### config.mk
export PLATFORM = sky130hd
export DESIGN_NAME = decimal_length_frame_parser_unit_flat
export DESIGN_NICKNAME = d
export VERILOG_FILES = /design/src/rtl/dlfp_pkg.sv /design/src/rtl/dlfp_byte_if.sv /design/src/rtl/dlfp_result_if.sv /design/src/rtl/dlfp_cfg_if.sv /design/src/rtl/dlfp_cfg_regs.sv /design/src/rtl/dlfp_in_stage.sv /design/src/rtl/dlfp_core.sv /design/src/rtl/decimal_length_frame_parser_unit.sv /design/src/flat_wrapper.sv
export VERILOG_INCLUDE_DIRS = /design/src /design/src/rtl
export SDC_FILE = /design/constraint.sdc
export NUM_CORES = 1
export LEC_CHECK = 0
export ABC_CLOCK_PERIOD_IN_PS = 8820
export BUFFER_PORTS_ARGS = -buffer_cell sky130_fd_sc_hd__buf_4
export CAP_MARGIN = 25
export CORE_AREA = 4 4 76 149
export CTS_CLUSTER_DIAMETER = 30
export DETAILED_ROUTE_END_ITERATION = 6
export DIE_AREA = 0 0 80 153
export PLACE_DENSITY = 0.83
export SLEW_MARGIN = 20
export SYNTH_ARGS = -nofsm -noshare
export SYNTH_HDL_FRONTEND = slang
export SYNTH_HIERARCHICAL = 1
export SYNTH_SLANG_ARGS = --single-unit
export TNS_END_PERCENT = 30
### constraint.sdc
create_clock -name i_clk -period 8.82 [get_ports i_clk]
set_input_delay 1.764 -clock i_clk [delete_from_list [all_inputs] [get_ports i_clk]]
set_output_delay 1.764 -clock i_clk [all_outputs]
set_load 0.03 [all_outputs]
### src/rtl/decimal_length_frame_parser_unit_defines.svh
// Assertion macros shared by the frame parser RTL.
// Included by every module that carries concurrent assertions; depends on nothing.
`ifndef DECIMAL_LENGTH_FRAME_PARSER_UNIT_DEFINES_SVH
`define DECIMAL_LENGTH_FRAME_PARSER_UNIT_DEFINES_SVH

`ifndef SYNTHESIS

// Clocked assertion that is switched off while reset is asserted.
`define DLFP_ASSERT(lbl, clk, rst_n, prop, msg) \
    lbl: assert property (@(posedge clk) disable iff (!rst_n) prop) else $error(msg);

// Clocked assertion that is also checked during reset.
`define DLFP_ASSERT_ALWAYS(lbl, clk, prop, msg) \
    lbl: assert property (@(posedge clk) prop) else $error(msg);

`else

`define DLFP_ASSERT(lbl, clk, rst_n, prop, msg)
`define DLFP_ASSERT_ALWAYS(lbl, clk, prop, msg)

`endif

`endif

### src/rtl/dlfp_pkg.sv
// Shared types and constants of the decimal length frame parser.
// No dependencies; every other file of the block but the assertion macro header imports it.
`timescale 1ns / 1ps

package dlfp_pkg;

    localparam int BYTE_W      = 8;
    localparam int LEN_W       = 30;
    localparam int FIELD_W     = 4;
    localparam int FIELD_LIMIT = 15;
    localparam int CFG_INDEX_W = 2;

    localparam logic [BYTE_W-1:0] ASCII_ZERO = 8'd48;
    localparam logic [BYTE_W-1:0] ASCII_NINE = 8'd57;

    localparam logic [BYTE_W-1:0] ENDPOINT_SEP_RESET = 8'd58;
    localparam logic [BYTE_W-1:0] ARGUMENT_SEP_RESET = 8'd44;

    // Configuration register indexes.
    localparam logic [CFG_INDEX_W-1:0] CFG_ENDPOINT_SEP = 2'd0;
    localparam logic [CFG_INDEX_W-1:0] CFG_ARGUMENT_SEP = 2'd1;

    typedef struct packed {
        logic [BYTE_W-1:0] endpoint;
        logic [BYTE_W-1:0] argument;
    } t_seps;

    typedef struct packed {
        logic              valid;
        logic [BYTE_W-1:0] in_byte;
    } t_in_beat;

    typedef struct packed {
        logic [BYTE_W-1:0]  data_byte;
        logic [FIELD_W-1:0] field_number;
        logic               is_separator;
        logic               empty_frame;
        logic               frame_last;
        logic               header_error;
    } t_result;

endpackage

### src/rtl/dlfp_byte_if.sv
// Input byte stream channel of the frame parser.
// Depends on dlfp_pkg for the byte width.
`timescale 1ns / 1ps

interface dlfp_byte_if import dlfp_pkg::*; ();
    logic              valid;
    logic              ready;
    logic [BYTE_W-1:0] in_byte;

    modport source (output valid, output in_byte, input ready);
    modport sink   (input valid, input in_byte, output ready);
endinterface

### src/rtl/dlfp_result_if.sv
// Result channel of the frame parser: one tagged body byte or empty-frame mark per beat.
// Depends on dlfp_pkg for the field widths.
`timescale 1ns / 1ps

interface dlfp_result_if import dlfp_pkg::*; ();
    logic               valid;
    logic               ready;
    logic [BYTE_W-1:0]  data_byte;
    logic [FIELD_W-1:0] field_number;
    logic               is_separator;
    logic               empty_frame;
    logic               frame_last;
    logic               header_error;

    modport source (output valid, output data_byte, output field_number, output is_separator,
                    output empty_frame, output frame_last, output header_error, input ready);
    modport sink   (input valid, input data_byte, input field_number, input is_separator,
                    input empty_frame, input frame_last, input header_error, output ready);
endinterface

### src/rtl/dlfp_cfg_if.sv
// Configuration write channel of the frame parser.
// Depends on dlfp_pkg for the index and data widths.
`timescale 1ns / 1ps

interface dlfp_cfg_if import dlfp_pkg::*; ();
    logic                   valid;
    logic                   ready;
    logic [CFG_INDEX_W-1:0] index;
    logic [BYTE_W-1:0]      data;

    modport source (output valid, output index, output data, input ready);
    modport sink   (input valid, input index, input data, output ready);
endinterface

### src/rtl/dlfp_cfg_regs.sv
// Separator configuration registers of the frame parser.
// Depends on dlfp_pkg for register indexes and reset values.
`timescale 1ns / 1ps

module dlfp_cfg_regs import dlfp_pkg::*; (
    input  logic                   i_clk,
    input  logic                   i_rst_n,
    input  logic                   i_valid,
    input  logic [CFG_INDEX_W-1:0] i_index,
    input  logic [BYTE_W-1:0]      i_data,
    output logic                   o_ready,
    output t_seps                  o_seps
);

    t_seps r_seps;
    t_seps n_seps;

    assign o_ready = 1'b1;
    assign o_seps  = r_seps;

    always_comb begin
        n_seps = r_seps;
        if (i_valid) begin
            // Writes to unknown indexes are dropped.
            unique case (i_index)
                CFG_ENDPOINT_SEP: n_seps.endpoint = i_data;
                CFG_ARGUMENT_SEP: n_seps.argument = i_data;
                default:          n_seps = r_seps;
            endcase
        end
    end

    always_ff @(posedge i_clk) begin
        if (!i_rst_n) begin
            r_seps.endpoint <= ENDPOINT_SEP_RESET;
            r_seps.argument <= ARGUMENT_SEP_RESET;
        end else begin
            r_seps <= n_seps;
        end
    end

endmodule

### src/rtl/dlfp_in_stage.sv
// Input register of the frame parser: holds one accepted byte until the core takes it.
// Depends on dlfp_pkg for the beat type.
`timescale 1ns / 1ps

module dlfp_in_stage import dlfp_pkg::*; (
    input  logic              i_clk,
    input  logic              i_rst_n,
    input  logic              i_valid,
    input  logic [BYTE_W-1:0] i_byte,
    output logic              o_ready,
    input  logic              i_adv,
    output t_in_beat          o_beat
);

    logic              r_valid;
    logic [BYTE_W-1:0] r_byte;
    logic              accept;

    assign o_ready = !r_valid || i_adv;
    assign accept  = i_valid && o_ready;

    assign o_beat.valid   = r_valid;
    assign o_beat.in_byte = r_byte;

    always_ff @(posedge i_clk) begin
        if (!i_rst_n) begin
            r_valid <= 1'b0;
        end else if (accept) begin
            r_valid <= 1'b1;
        end else if (i_adv) begin
            r_valid <= 1'b0;
        end
    end

    always_ff @(posedge i_clk) begin
        if (accept) begin
            r_byte <= i_byte;
        end
    end

endmodule

### src/rtl/dlfp_core.sv
// Frame parsing core: header accumulation, body countdown, field tagging and result register.
// Depends on dlfp_pkg and the assertion macros in decimal_length_frame_parser_unit_defines.svh.
`timescale 1ns / 1ps
`include "decimal_length_frame_parser_unit_defines.svh"

module dlfp_core import dlfp_pkg::*; #(
    parameter int HEADER_DIGITS = 4,
    parameter int MAX_FIELDS    = 16
) (
    input  logic     i_clk,
    input  logic     i_rst_n,
    input  t_in_beat i_beat,
    output logic     o_adv,
    input  t_seps    i_seps,
    input  logic     i_out_ready,
    output logic     o_out_valid,
    output t_result  o_result
);

    localparam int HDR_CNT_W = $clog2(HEADER_DIGITS + 1);
    localparam logic [HDR_CNT_W-1:0] HDR_LAST = HDR_CNT_W'(HEADER_DIGITS - 1);
    localparam logic [FIELD_W-1:0] FIELD_TOP =
        FIELD_W'(((MAX_FIELDS - 1) > FIELD_LIMIT) ? FIELD_LIMIT : (MAX_FIELDS - 1));
    localparam logic [FIELD_W-1:0] FIELD_AFTER_EP = FIELD_W'((FIELD_TOP >= 1) ? 1 : 0);

    logic                 r_in_body,  n_in_body;
    logic [HDR_CNT_W-1:0] r_hdr_cnt,  n_hdr_cnt;
    // Holds the length while the header is read, then counts body bytes down.
    logic [LEN_W-1:0]     r_count,    n_count;
    logic [FIELD_W-1:0]   r_field,    n_field;
    logic                 r_stopped,  n_stopped;
    logic                 r_out_valid;
    t_result              r_result;

    logic [BYTE_W-1:0]    b;
    logic                 digit;
    logic [BYTE_W-1:0]    digit_val;
    logic [LEN_W-1:0]     count_x10;
    logic [LEN_W-1:0]     header_len;
    logic                 hdr_stop;
    logic                 body_last;
    logic                 emit;
    t_result              res;

    assign b     = i_beat.in_byte;
    assign o_adv = i_beat.valid && (!r_out_valid || i_out_ready);

    assign o_out_valid = r_out_valid;
    assign o_result    = r_result;

    always_comb begin
        digit      = !r_stopped && (b >= ASCII_ZERO) && (b <= ASCII_NINE);
        digit_val  = b - ASCII_ZERO;
        count_x10  = (r_count << 3) + (r_count << 1) + LEN_W'(digit_val[3:0]);
        header_len = digit ? count_x10 : r_count;
        hdr_stop   = r_stopped || !digit;
        body_last  = (r_count == LEN_W'(1));

        n_in_body = r_in_body;
        n_hdr_cnt = r_hdr_cnt;
        n_count   = r_count;
        n_field   = r_field;
        n_stopped = r_stopped;
        emit      = 1'b0;
        res       = '0;

        if (!r_in_body) begin
            if (r_hdr_cnt != HDR_LAST) begin
                n_count   = header_len;
                n_stopped = hdr_stop;
                n_hdr_cnt = r_hdr_cnt + HDR_CNT_W'(1);
            end else if (header_len == '0) begin
                emit             = 1'b1;
                res.empty_frame  = 1'b1;
                res.frame_last   = 1'b1;
                res.header_error = hdr_stop;
                n_hdr_cnt        = '0;
                n_count          = '0;
                n_field          = '0;
                n_stopped        = 1'b0;
            end else begin
                n_in_body = 1'b1;
                n_count   = header_len;
                n_stopped = hdr_stop;
                n_hdr_cnt = '0;
                n_field   = '0;
            end
        end else begin
            emit             = 1'b1;
            res.data_byte    = b;
            res.field_number = r_field;
            res.header_error = r_stopped;
            res.frame_last   = body_last;
            n_count          = r_count - LEN_W'(1);
            // Only the first endpoint separator counts; afterwards the argument one does.
            if (r_field == '0) begin
                if (b == i_seps.endpoint) begin
                    res.is_separator = 1'b1;
                    n_field          = FIELD_AFTER_EP;
                end
            end else if (b == i_seps.argument) begin
                res.is_separator = 1'b1;
                if (r_field < FIELD_TOP) begin
                    n_field = r_field + FIELD_W'(1);
                end
            end
            if (body_last) begin
                n_in_body = 1'b0;
                n_field   = '0;
                n_stopped = 1'b0;
                n_count   = '0;
            end
        end
    end

    always_ff @(posedge i_clk) begin
        if (!i_rst_n) begin
            r_in_body <= 1'b0;
            r_hdr_cnt <= '0;
            r_count   <= '0;
            r_field   <= '0;
            r_stopped <= 1'b0;
        end else if (o_adv) begin
            r_in_body <= n_in_body;
            r_hdr_cnt <= n_hdr_cnt;
            r_count   <= n_count;
            r_field   <= n_field;
            r_stopped <= n_stopped;
        end
    end

    always_ff @(posedge i_clk) begin
        if (!i_rst_n) begin
            r_out_valid <= 1'b0;
        end else if (o_adv && emit) begin
            r_out_valid <= 1'b1;
        end else if (i_out_ready) begin
            r_out_valid <= 1'b0;
        end
    end

    always_ff @(posedge i_clk) begin
        if (o_adv && emit) begin
            r_result <= res;
        end
    end

    `DLFP_ASSERT(a_body_count_nonzero, i_clk, i_rst_n, r_in_body |-> (r_count != '0), "body count reached zero inside a body")
    `DLFP_ASSERT(a_field_saturates, i_clk, i_rst_n, r_field <= FIELD_TOP, "field number passed its top")
    `DLFP_ASSERT(a_empty_shape, i_clk, i_rst_n, (r_out_valid && r_result.empty_frame) |-> (r_result.frame_last && (r_result.field_number == '0) && !r_result.is_separator), "malformed empty-frame result")
    `DLFP_ASSERT(a_last_restarts, i_clk, i_rst_n, (o_adv && emit && res.frame_last) |=> (!r_in_body && (r_count == '0) && (r_hdr_cnt == '0) && !r_stopped), "frame end did not restart header")

endmodule

### src/rtl/decimal_length_frame_parser_unit.sv
// Top level of the decimal length frame parser: channels, configuration and parsing core.
// Depends on dlfp_pkg, the three channel interfaces, dlfp_cfg_regs, dlfp_in_stage and dlfp_core.
`timescale 1ns / 1ps

// The parser takes one stream byte per clock and keeps that rate for as long as the result
// channel keeps taking beats. Each frame opens with HEADER_DIGITS ASCII decimal bytes that
// give the body length; parsing stops at the first non-digit, which flags header_error on
// every result of that frame. Every body byte comes out as one result tagged with its field
// number (field 0 up to the first endpoint separator, then one more field per argument
// separator, saturating at the smaller of MAX_FIELDS-1 and 15); a zero length gives one
// empty_frame result. A byte passes from the input register, where the header and field
// logic works on it, into the result register when the core advances.
// A stalled result channel holds the output beat and the input register still takes one more
// byte. Separators may only be rewritten while the parser is idle.
module decimal_length_frame_parser_unit import dlfp_pkg::*; #(
    parameter int HEADER_DIGITS = 4,
    parameter int MAX_FIELDS    = 16
) (
    input  logic            i_clk,
    input  logic            i_rst_n,
    dlfp_byte_if.sink       i_in,
    dlfp_cfg_if.sink        i_cfg,
    dlfp_result_if.source   o_out
);

    t_seps    seps;
    t_in_beat beat;
    t_result  result;
    logic     adv;
    logic     out_valid;

    dlfp_cfg_regs u_cfg_regs (
        .i_clk   (i_clk),
        .i_rst_n (i_rst_n),
        .i_valid (i_cfg.valid),
        .i_index (i_cfg.index),
        .i_data  (i_cfg.data),
        .o_ready (i_cfg.ready),
        .o_seps  (seps)
    );

    dlfp_in_stage u_in_stage (
        .i_clk   (i_clk),
        .i_rst_n (i_rst_n),
        .i_valid (i_in.valid),
        .i_byte  (i_in.in_byte),
        .o_ready (i_in.ready),
        .i_adv   (adv),
        .o_beat  (beat)
    );

    dlfp_core #(
        .HEADER_DIGITS (HEADER_DIGITS),
        .MAX_FIELDS    (MAX_FIELDS)
    ) u_core (
        .i_clk       (i_clk),
        .i_rst_n     (i_rst_n),
        .i_beat      (beat),
        .o_adv       (adv),
        .i_seps      (seps),
        .i_out_ready (o_out.ready),
        .o_out_valid (out_valid),
        .o_result    (result)
    );

    assign o_out.valid        = out_valid;
    assign o_out.data_byte    = result.data_byte;
    assign o_out.field_number = result.field_number;
    assign o_out.is_separator = result.is_separator;
    assign o_out.empty_frame  = result.empty_frame;
    assign o_out.frame_last   = result.frame_last;
    assign o_out.header_error = result.header_error;

endmodule

### src/flat_wrapper.sv
// flat-port wrapper written by rule: the top's interface ports become plain ports
module decimal_length_frame_parser_unit_flat import dlfp_pkg::*;
#(
    parameter int HEADER_DIGITS = 4,
    parameter int MAX_FIELDS    = 16
)
  (i_clk, i_rst_n, i_in_valid, i_in_in_byte, i_in_ready, i_cfg_valid, i_cfg_index, i_cfg_data, i_cfg_ready, o_out_valid, o_out_data_byte, o_out_field_number, o_out_is_separator, o_out_empty_frame, o_out_frame_last, o_out_header_error, o_out_ready);
  dlfp_byte_if i_in_i ();
  dlfp_cfg_if i_cfg_i ();
  dlfp_result_if o_out_i ();
  input  logic i_clk;
  input  logic i_rst_n;
  input wire logic [$bits(i_in_i.valid)-1:0] i_in_valid;
  input wire logic [$bits(i_in_i.in_byte)-1:0] i_in_in_byte;
  output wire logic [$bits(i_in_i.ready)-1:0] i_in_ready;
  input wire logic [$bits(i_cfg_i.valid)-1:0] i_cfg_valid;
  input wire logic [$bits(i_cfg_i.index)-1:0] i_cfg_index;
  input wire logic [$bits(i_cfg_i.data)-1:0] i_cfg_data;
  output wire logic [$bits(i_cfg_i.ready)-1:0] i_cfg_ready;
  output wire logic [$bits(o_out_i.valid)-1:0] o_out_valid;
  output wire logic [$bits(o_out_i.data_byte)-1:0] o_out_data_byte;
  output wire logic [$bits(o_out_i.field_number)-1:0] o_out_field_number;
  output wire logic [$bits(o_out_i.is_separator)-1:0] o_out_is_separator;
  output wire logic [$bits(o_out_i.empty_frame)-1:0] o_out_empty_frame;
  output wire logic [$bits(o_out_i.frame_last)-1:0] o_out_frame_last;
  output wire logic [$bits(o_out_i.header_error)-1:0] o_out_header_error;
  input wire logic [$bits(o_out_i.ready)-1:0] o_out_ready;
  assign i_in_i.valid = i_in_valid;
  assign i_in_i.in_byte = i_in_in_byte;
  assign i_in_ready = i_in_i.ready;
  assign i_cfg_i.valid = i_cfg_valid;
  assign i_cfg_i.index = i_cfg_index;
  assign i_cfg_i.data = i_cfg_data;
  assign i_cfg_ready = i_cfg_i.ready;
  assign o_out_valid = o_out_i.valid;
  assign o_out_data_byte = o_out_i.data_byte;
  assign o_out_field_number = o_out_i.field_number;
  assign o_out_is_separator = o_out_i.is_separator;
  assign o_out_empty_frame = o_out_i.empty_frame;
  assign o_out_frame_last = o_out_i.frame_last;
  assign o_out_header_error = o_out_i.header_error;
  assign o_out_i.ready = o_out_ready;
  decimal_length_frame_parser_unit #(.HEADER_DIGITS(HEADER_DIGITS), .MAX_FIELDS(MAX_FIELDS)) u_core (.i_clk(i_clk), .i_rst_n(i_rst_n), .i_in(i_in_i), .i_cfg(i_cfg_i), .o_out(o_out_i));
endmodule
== Word-level counts from Yosys, hierarchy flattened ==
Cells that the tools add are included.

* Register bits: 81
* Input port bits: 23
* Output and inout port bits: 19
* Logic and storage cells: 93

* Magnitude comparators: 3
* Bitwise logic cells: 1
* Mux-type cells: 34
* Reduce and logical (&&, ||, !) cells: 23
* Add/subtract/negate cells: 6
* Equality and inequality tests: 10

{| class="wikitable"
|+ Operator list
! operator !! count
|-
| $mux 30 || 5
|-
| $add 30x30->30 || 1
|-
| $add 30x4->30 || 1
|-
| $eq 30x1->1 const B || 1
|-
| $logic_not 30->1 || 1
|-
| $sub 30x1->30 const B || 1
|-
| $mux 4 || 7
|-
| $mux 1 || 18
|-
| $eq 8x8->1 || 2
|-
| $ge 8x6->1 const B || 1
|-
| $le 8x6->1 const B || 1
|-
| $ne 4x1->1 const B || 2
|-
| $reduce_and 2->1 || 4
|-
| $mux 3 || 2
|-
| $logic_and 1x1->1 || 5
|-
| $reduce_and 5->1 || 1
|-
| $add 4x1->4 const B || 1
|-
| $logic_not 1->1 || 4
|-
| $logic_not 4->1 || 1
|-
| $lt 4x4->1 const B || 1
|-
| $mux 2 || 2
|-
| $ne 4x3->1 const B || 1
|-
| $reduce_bool 2->1 || 2
|-
| $sub 4x1->4 const B || 1
|-
| other kinds (9) || 11
|}

== Longest topological paths before layout ==
* Depth after elaboration: 10
* Mapped depth: 14
* Gate-level depth less buffers: 14

== Hierarchy ==
The synthesis kept the hierarchy.

{| class="wikitable"
|+ By module, submodules not included
! module !! area each (um^2) !! instances !! sequential area each (um^2) !! cells an instance
|-
| dlfp_core || 5497.8 || 1 || 1281.2 || 696
|-
| dlfp_cfg_regs || 669.4 || 1 || 320.3 || 68
|-
| dlfp_in_stage || 305.3 || 1 || 260.2 || 14
|}

== Worst setup path after synthesis ==
No wires, ideal clock.

* Kind: flip-flop to flip-flop
* Start: reg u_core.u_in_stage.r_byte[3]
* End: reg u_core.u_core.r_result (netlist bit u_core/u_core/o_result[0]) (enable)
* Data required time: 8.426 ns
* Path slack: 4.228 ns
* Clock period less this slack: 4.592 ns
* Library setup time: 0.394 ns
* Buffers on the path: 0
* Cell stages (with the launch flop): 15
* Data arrival time: 4.198 ns
* Cell sequence: edfxtp_1 inv_1 fa_1 inv_1 fa_1 a21o_1 a221oi_4 nor2_2 a211oi_4 xnor2_1 or4_4 o22ai_2 and3_1 nand3_1 a21oi_1

* Longest elaborated chain between the ends: 9
* Elaborated cells on any way between the ends: 12
* Those cells by class: 2 x add/sub; 2 x order compare; 4 x mux; 4 x reduce/logical

{| class="wikitable"
|+ RTL lines
! element !! RTL line !! text
|-
| from (decl) || dlfp_in_stage.sv:16 || <nowiki>logic [BYTE_W-1:0] r_byte;</nowiki>
|-
| from (signal assigned) || dlfp_in_stage.sv:37 || <nowiki>r_byte <= i_byte;</nowiki>
|-
| parallel branches: the longest is 3 deep, another holds $add 30x4->30 || - ||
|-
| $mux 30 (*) || dlfp_core.sv:55 || <nowiki>header_len = digit ? count_x10 : r_count;</nowiki>
|-
| $logic_not 30->1 (*) || dlfp_core.sv:72 || <nowiki>end else if (header_len == '0) begin</nowiki>
|-
| $mux 1 (*) || dlfp_core.sv:72 ||
|-
| $mux 1 (*) || dlfp_core.sv:68 || <nowiki>if (r_hdr_cnt != HDR_LAST) begin</nowiki>
|-
| $mux 1 (*) || dlfp_core.sv:67 || <nowiki>if (!r_in_body) begin</nowiki>
|-
| $logic_and 1x1->1 (*) || dlfp_core.sv:143 || <nowiki>if (o_adv && emit) begin</nowiki>
|-
| to (signal assigned) || dlfp_core.sv:144 || <nowiki>r_result <= res;</nowiki>
|-
| to (decl) || dlfp_core.sv:33 || <nowiki>t_result r_result;</nowiki>
|}

Every way passes the cells marked *.
A chain may end at the register's enable or synchronous reset.

== Final worst setup path ==
* Start: in o_out_ready
* End: out i_in_ready

* Longest elaborated chain between the ends: 3

{| class="wikitable"
|+ RTL lines
! element !! RTL line !! text
|-
| from (decl) || flat_wrapper.sv:27 || <nowiki>input wire logic [$bits(o_out_i.ready)-1:0] o_out_ready;</nowiki>
|-
| $logic_or 1x1->1 || dlfp_core.sv:46 || <nowiki>assign o_adv = i_beat.valid && (!r_out_valid || i_out_ready);</nowiki>
|-
| $logic_and 1x1->1 || dlfp_core.sv:46 ||
|-
| via u_core.adv || decimal_length_frame_parser_unit.sv:29 || <nowiki>logic adv;</nowiki>
|-
| $logic_or 1x1->1 || dlfp_in_stage.sv:19 || <nowiki>assign o_ready = !r_valid || i_adv;</nowiki>
|-
| to (decl) || flat_wrapper.sv:15 || <nowiki>output wire logic [$bits(i_in_i.ready)-1:0] i_in_ready;</nowiki>
|}

The timed path passes the listed nets, and every way through them passes these cells.

==> flow_summary.ini <==
[status]
status = finished, final reports clean

[flow_run]
maxCapViolCount = 0

[setup_path]
cp_common_cell = buf_4
required_ps = 7060
crit_path_end_kind = primary output
crit_arrival_ps = 3510
worstPathCellList = buf_4 > nand2b_1 > nand2_1 > inv_2 > nand2b_4 > buf_4
worstSetupPathType = input pin to primary output
cp_num_buf_inv = 3
crit_family = buffers and inverters
crit_slowest_cell = inv_2
r2r_slack_ps = 4040
cp-start-kind = input pin
max_stage_delay_ps = 730
cp_max_fo = 52

[power_and_ir_drop]
seq_power_share = 0.398
irDropWorstVdd_v = 0.0001711
comb_power_share = 0.233
p_int_w = 0.0007149
cellPowerDensity_nw_per_um2 = 149.5
p_leak_nw = 2.910
switching_share = 0.3229
clock_power_share = 0.369
switchingPower_w = 0.0003409

[route]
ant_nets = 0
drc = 0
drtPass1Iterations = 6
wl_um = 18620
drtIter0Drc = 604
dr_total_vias = 6180
viasPerCell = 6.638
wl_per_cell_um = 20.00

[clocking]
cts_buffer_depth = 2
h-tree-depth = 3
holdBufCountCts = 0
post_cts_buffers = 0
clock-root-buffer = clkbuf_16
cts_sinks = 81
cts_resized = 0
cts_tree = yes
clkLatencyLatePin_ps = 340
path_clk_slew_ps = 60
cts_made_buffers = 9

[die]
die_area_um2 = 12240
ios = 42
die_h_um = 153
fp.dieW_um = 80
row_count = 52
core_area_um2 = 10150
initial_utilization = 0.6377

[synthesis]
synth-edff-count = 24
avgSynthCellArea_um2 = 8.319
synth_nets = 862
async_flop_share = 0
yosys_warnings = 6
yosysUniqueCellTypes = 87
synth_cells = 778
synth_top_area_share = 0.1763
syn-cell-area_um2 = 6472
netlist_top_cells_area = dfxtp_1 18%, ha_1 11%, edfxtp_1 11%
yosysTopAreaCell = dfxtp_1
ys_seq_area_frac = 0.2876
synth-seq-cells = 81
synth_flop_cell = dfxtp_1

[min_path]
hold_class = flop to flop

[sta]
period_share = 0.5983
layout_min_cycle_time_ps = 5277
fin_ws_ps = 3543
finalHoldViolCount = 0
whs_ps = 444.0
tns_ps = 0
rsz0062_at_grt = no
worst_pin_slew_ps = 1074
max_freq_ghz = 0.1895
slew_violations = 0
setup_viol = 0
clock_skew_ps = 8.419
slew_headroom = 0.2765

[finish]
n_antenna_cell = 0
drive_above_1_share = 0.1131
nNetsFinal = 875
final_cell_count_no_fill = 931
area_growth_pct = 9.144
multiInputGateArea_um2 = 4300
final_util = 0.6960
regArea_um2 = 1862
n_fill_cell = 818

[grt]
grt_pass1_wl_um = 30620
grt_max_degree = 53
antenna_found_initial = 0
grt_pass1_vias = 6240
grt.overflow.total = 0
track_usage = 0.3175

[place]
io_buffers = 40
gp_congestion = 0.9244
dp_hpwl_um = 13720
dp_slack_ps = 3542
dp.cells = 915
==> synth_stat cells (9+ instances only) <==
master / n
a22oi_1: 13
nand3_1: 13
edfxtp_1: 24
and3_1: 10
nand2_1: 79
xor2_1: 19
nor3_1: 16
nor4_1: 10
o21ai_0: 45
inv_1: 17
o21ai_1: 20
mux2i_1: 26
and2_1: 13
clkbuf_1: 26
dfxtp_1: 57
or3_1: 10
nand4_1: 9
nor2b_1: 9
xnor2_1: 26
nor2_1: 69
a21oi_1: 76
ha_1: 59
==> metrics by stage <==
| stage | instance area (µm²) | total power, W |
|---|---|---|
| floorplan | 6472 | 0.0006064 |
| global placement | 6751 | 0.0006585 |
| detailed placement | 6751 | 0.0006662 |
| CTS | 7064 | 0.001054 |
| global route | 7064 | 0.001105 |
| finish | 7064 | 0.001056 |
==> area by class of cell <==
| cell class | count | share of cell area |
|---|---|---|
| clock buffer | 9 | 0.03188 |
| clock inverter | 7 | 0.01240 |
| inverter | 20 | 0.01063 |
| multi-input combinational | 633 | 0.6087 |
| sequential | 81 | 0.2635 |
| tap | 135 | 0.02391 |
| timing repair buffer | 46 | 0.04888 |
==> registers in the layout (all words and copies together), names as in the netlist <==
register,count
u_core/u_core/r_field,4
u_core/u_in_stage/r_valid,1
u_core/u_in_stage/r_byte,8
u_core/u_core/r_hdr_cnt,3
u_core/u_core/o_result,16
u_core/u_core/r_stopped,1
u_core/u_core/r_count,30
u_core/u_core/o_out_valid,1
u_core/u_cfg_regs/o_seps,16
u_core/u_core/r_in_body,1
==> power groups by stage <==
| stage | registers [W] | logic (W) | clock network [W] |
|---|---|---|---|
| after floorplan | 0.000422 | 0.000184 | 0 |
| after global placement | 0.000427 | 0.000232 | 0 |
| after detailed placement | 0.000427 | 0.000239 | 0 |
| after CTS | 0.000419 | 0.000242 | 0.000392 |
| after global routing | 0.000422 | 0.000272 | 0.000411 |
| final | 0.000420 | 0.000246 | 0.000389 |
==> path summary, 6_finish.rpt <==
check,start,endpoint,cells after the start
max,o_out_ready,i_in_ready,6
min,u_core/u_core/r_hdr_cnt[2],u_core/u_core/r_hdr_cnt[2],2
max reg2reg,u_core/u_core/r_count[2],u_core/u_core/o_result[9],14
min reg2reg,u_core/u_core/r_hdr_cnt[2],u_core/u_core/r_hdr_cnt[2],2
==> layout by cell type (no fill, tap or decap), types with 10 or more instances in the layout <==
cell type / netlist / layout
mux2i_1: 26 / 26
xor2_1: 19 / 19
inv_1: 17 / 17
buf_4: 2 / 46
and3_1: 10 / 10
and2_1: 13 / 13
nand3_1: 13 / 13
xnor2_1: 26 / 26
a21oi_1: 76 / 76
nor4_1: 10 / 10
or3_1: 10 / 10
dfxtp_1: 57 / 57
ha_1: 59 / 59
nor2_1: 69 / 69
o21ai_1: 20 / 20
a22oi_1: 13 / 13
nor3_1: 16 / 16
nand2_1: 79 / 79
edfxtp_1: 24 / 24
o21ai_0: 45 / 45
==> layer usage <==
layer,GRT usage,vias to the layer above,share of wire
li1,-,2891,-
met1,0.3207,2921,0.34
met2,0.5886,284,0.55
met3,0.04299,84,0.047
met4,0.1926,0,0.063
met5,0,-,0
==> worst register-to-register path: stages (launching register included) <==
cell,delay [ps]
dfxtp_1,500
inv_1,130
fa_1,540
inv_1,90
fa_1,460
a21o_1,220
a221oi_4,340
xnor2_1,140
o41ai_1,420
nand3b_1,120
nor4_1,570
and4b_1,410
nand3_1,90
a21oi_1,160
buf_4,270
==> logic make-up after synthesis <==
logic type               share of synthesized area
other                                    0.0005794
buffers and inverters                      0.04794
flip-flops                                  0.2876
XOR/XNOR                                   0.06089
AND/OR/NAND/NOR                             0.2163
adder cells (fa/ha/maj)                     0.1202
multiplexers                               0.04021
AO/OA/AOI/OAI                               0.2262
(Power assumes the default switching activity.)
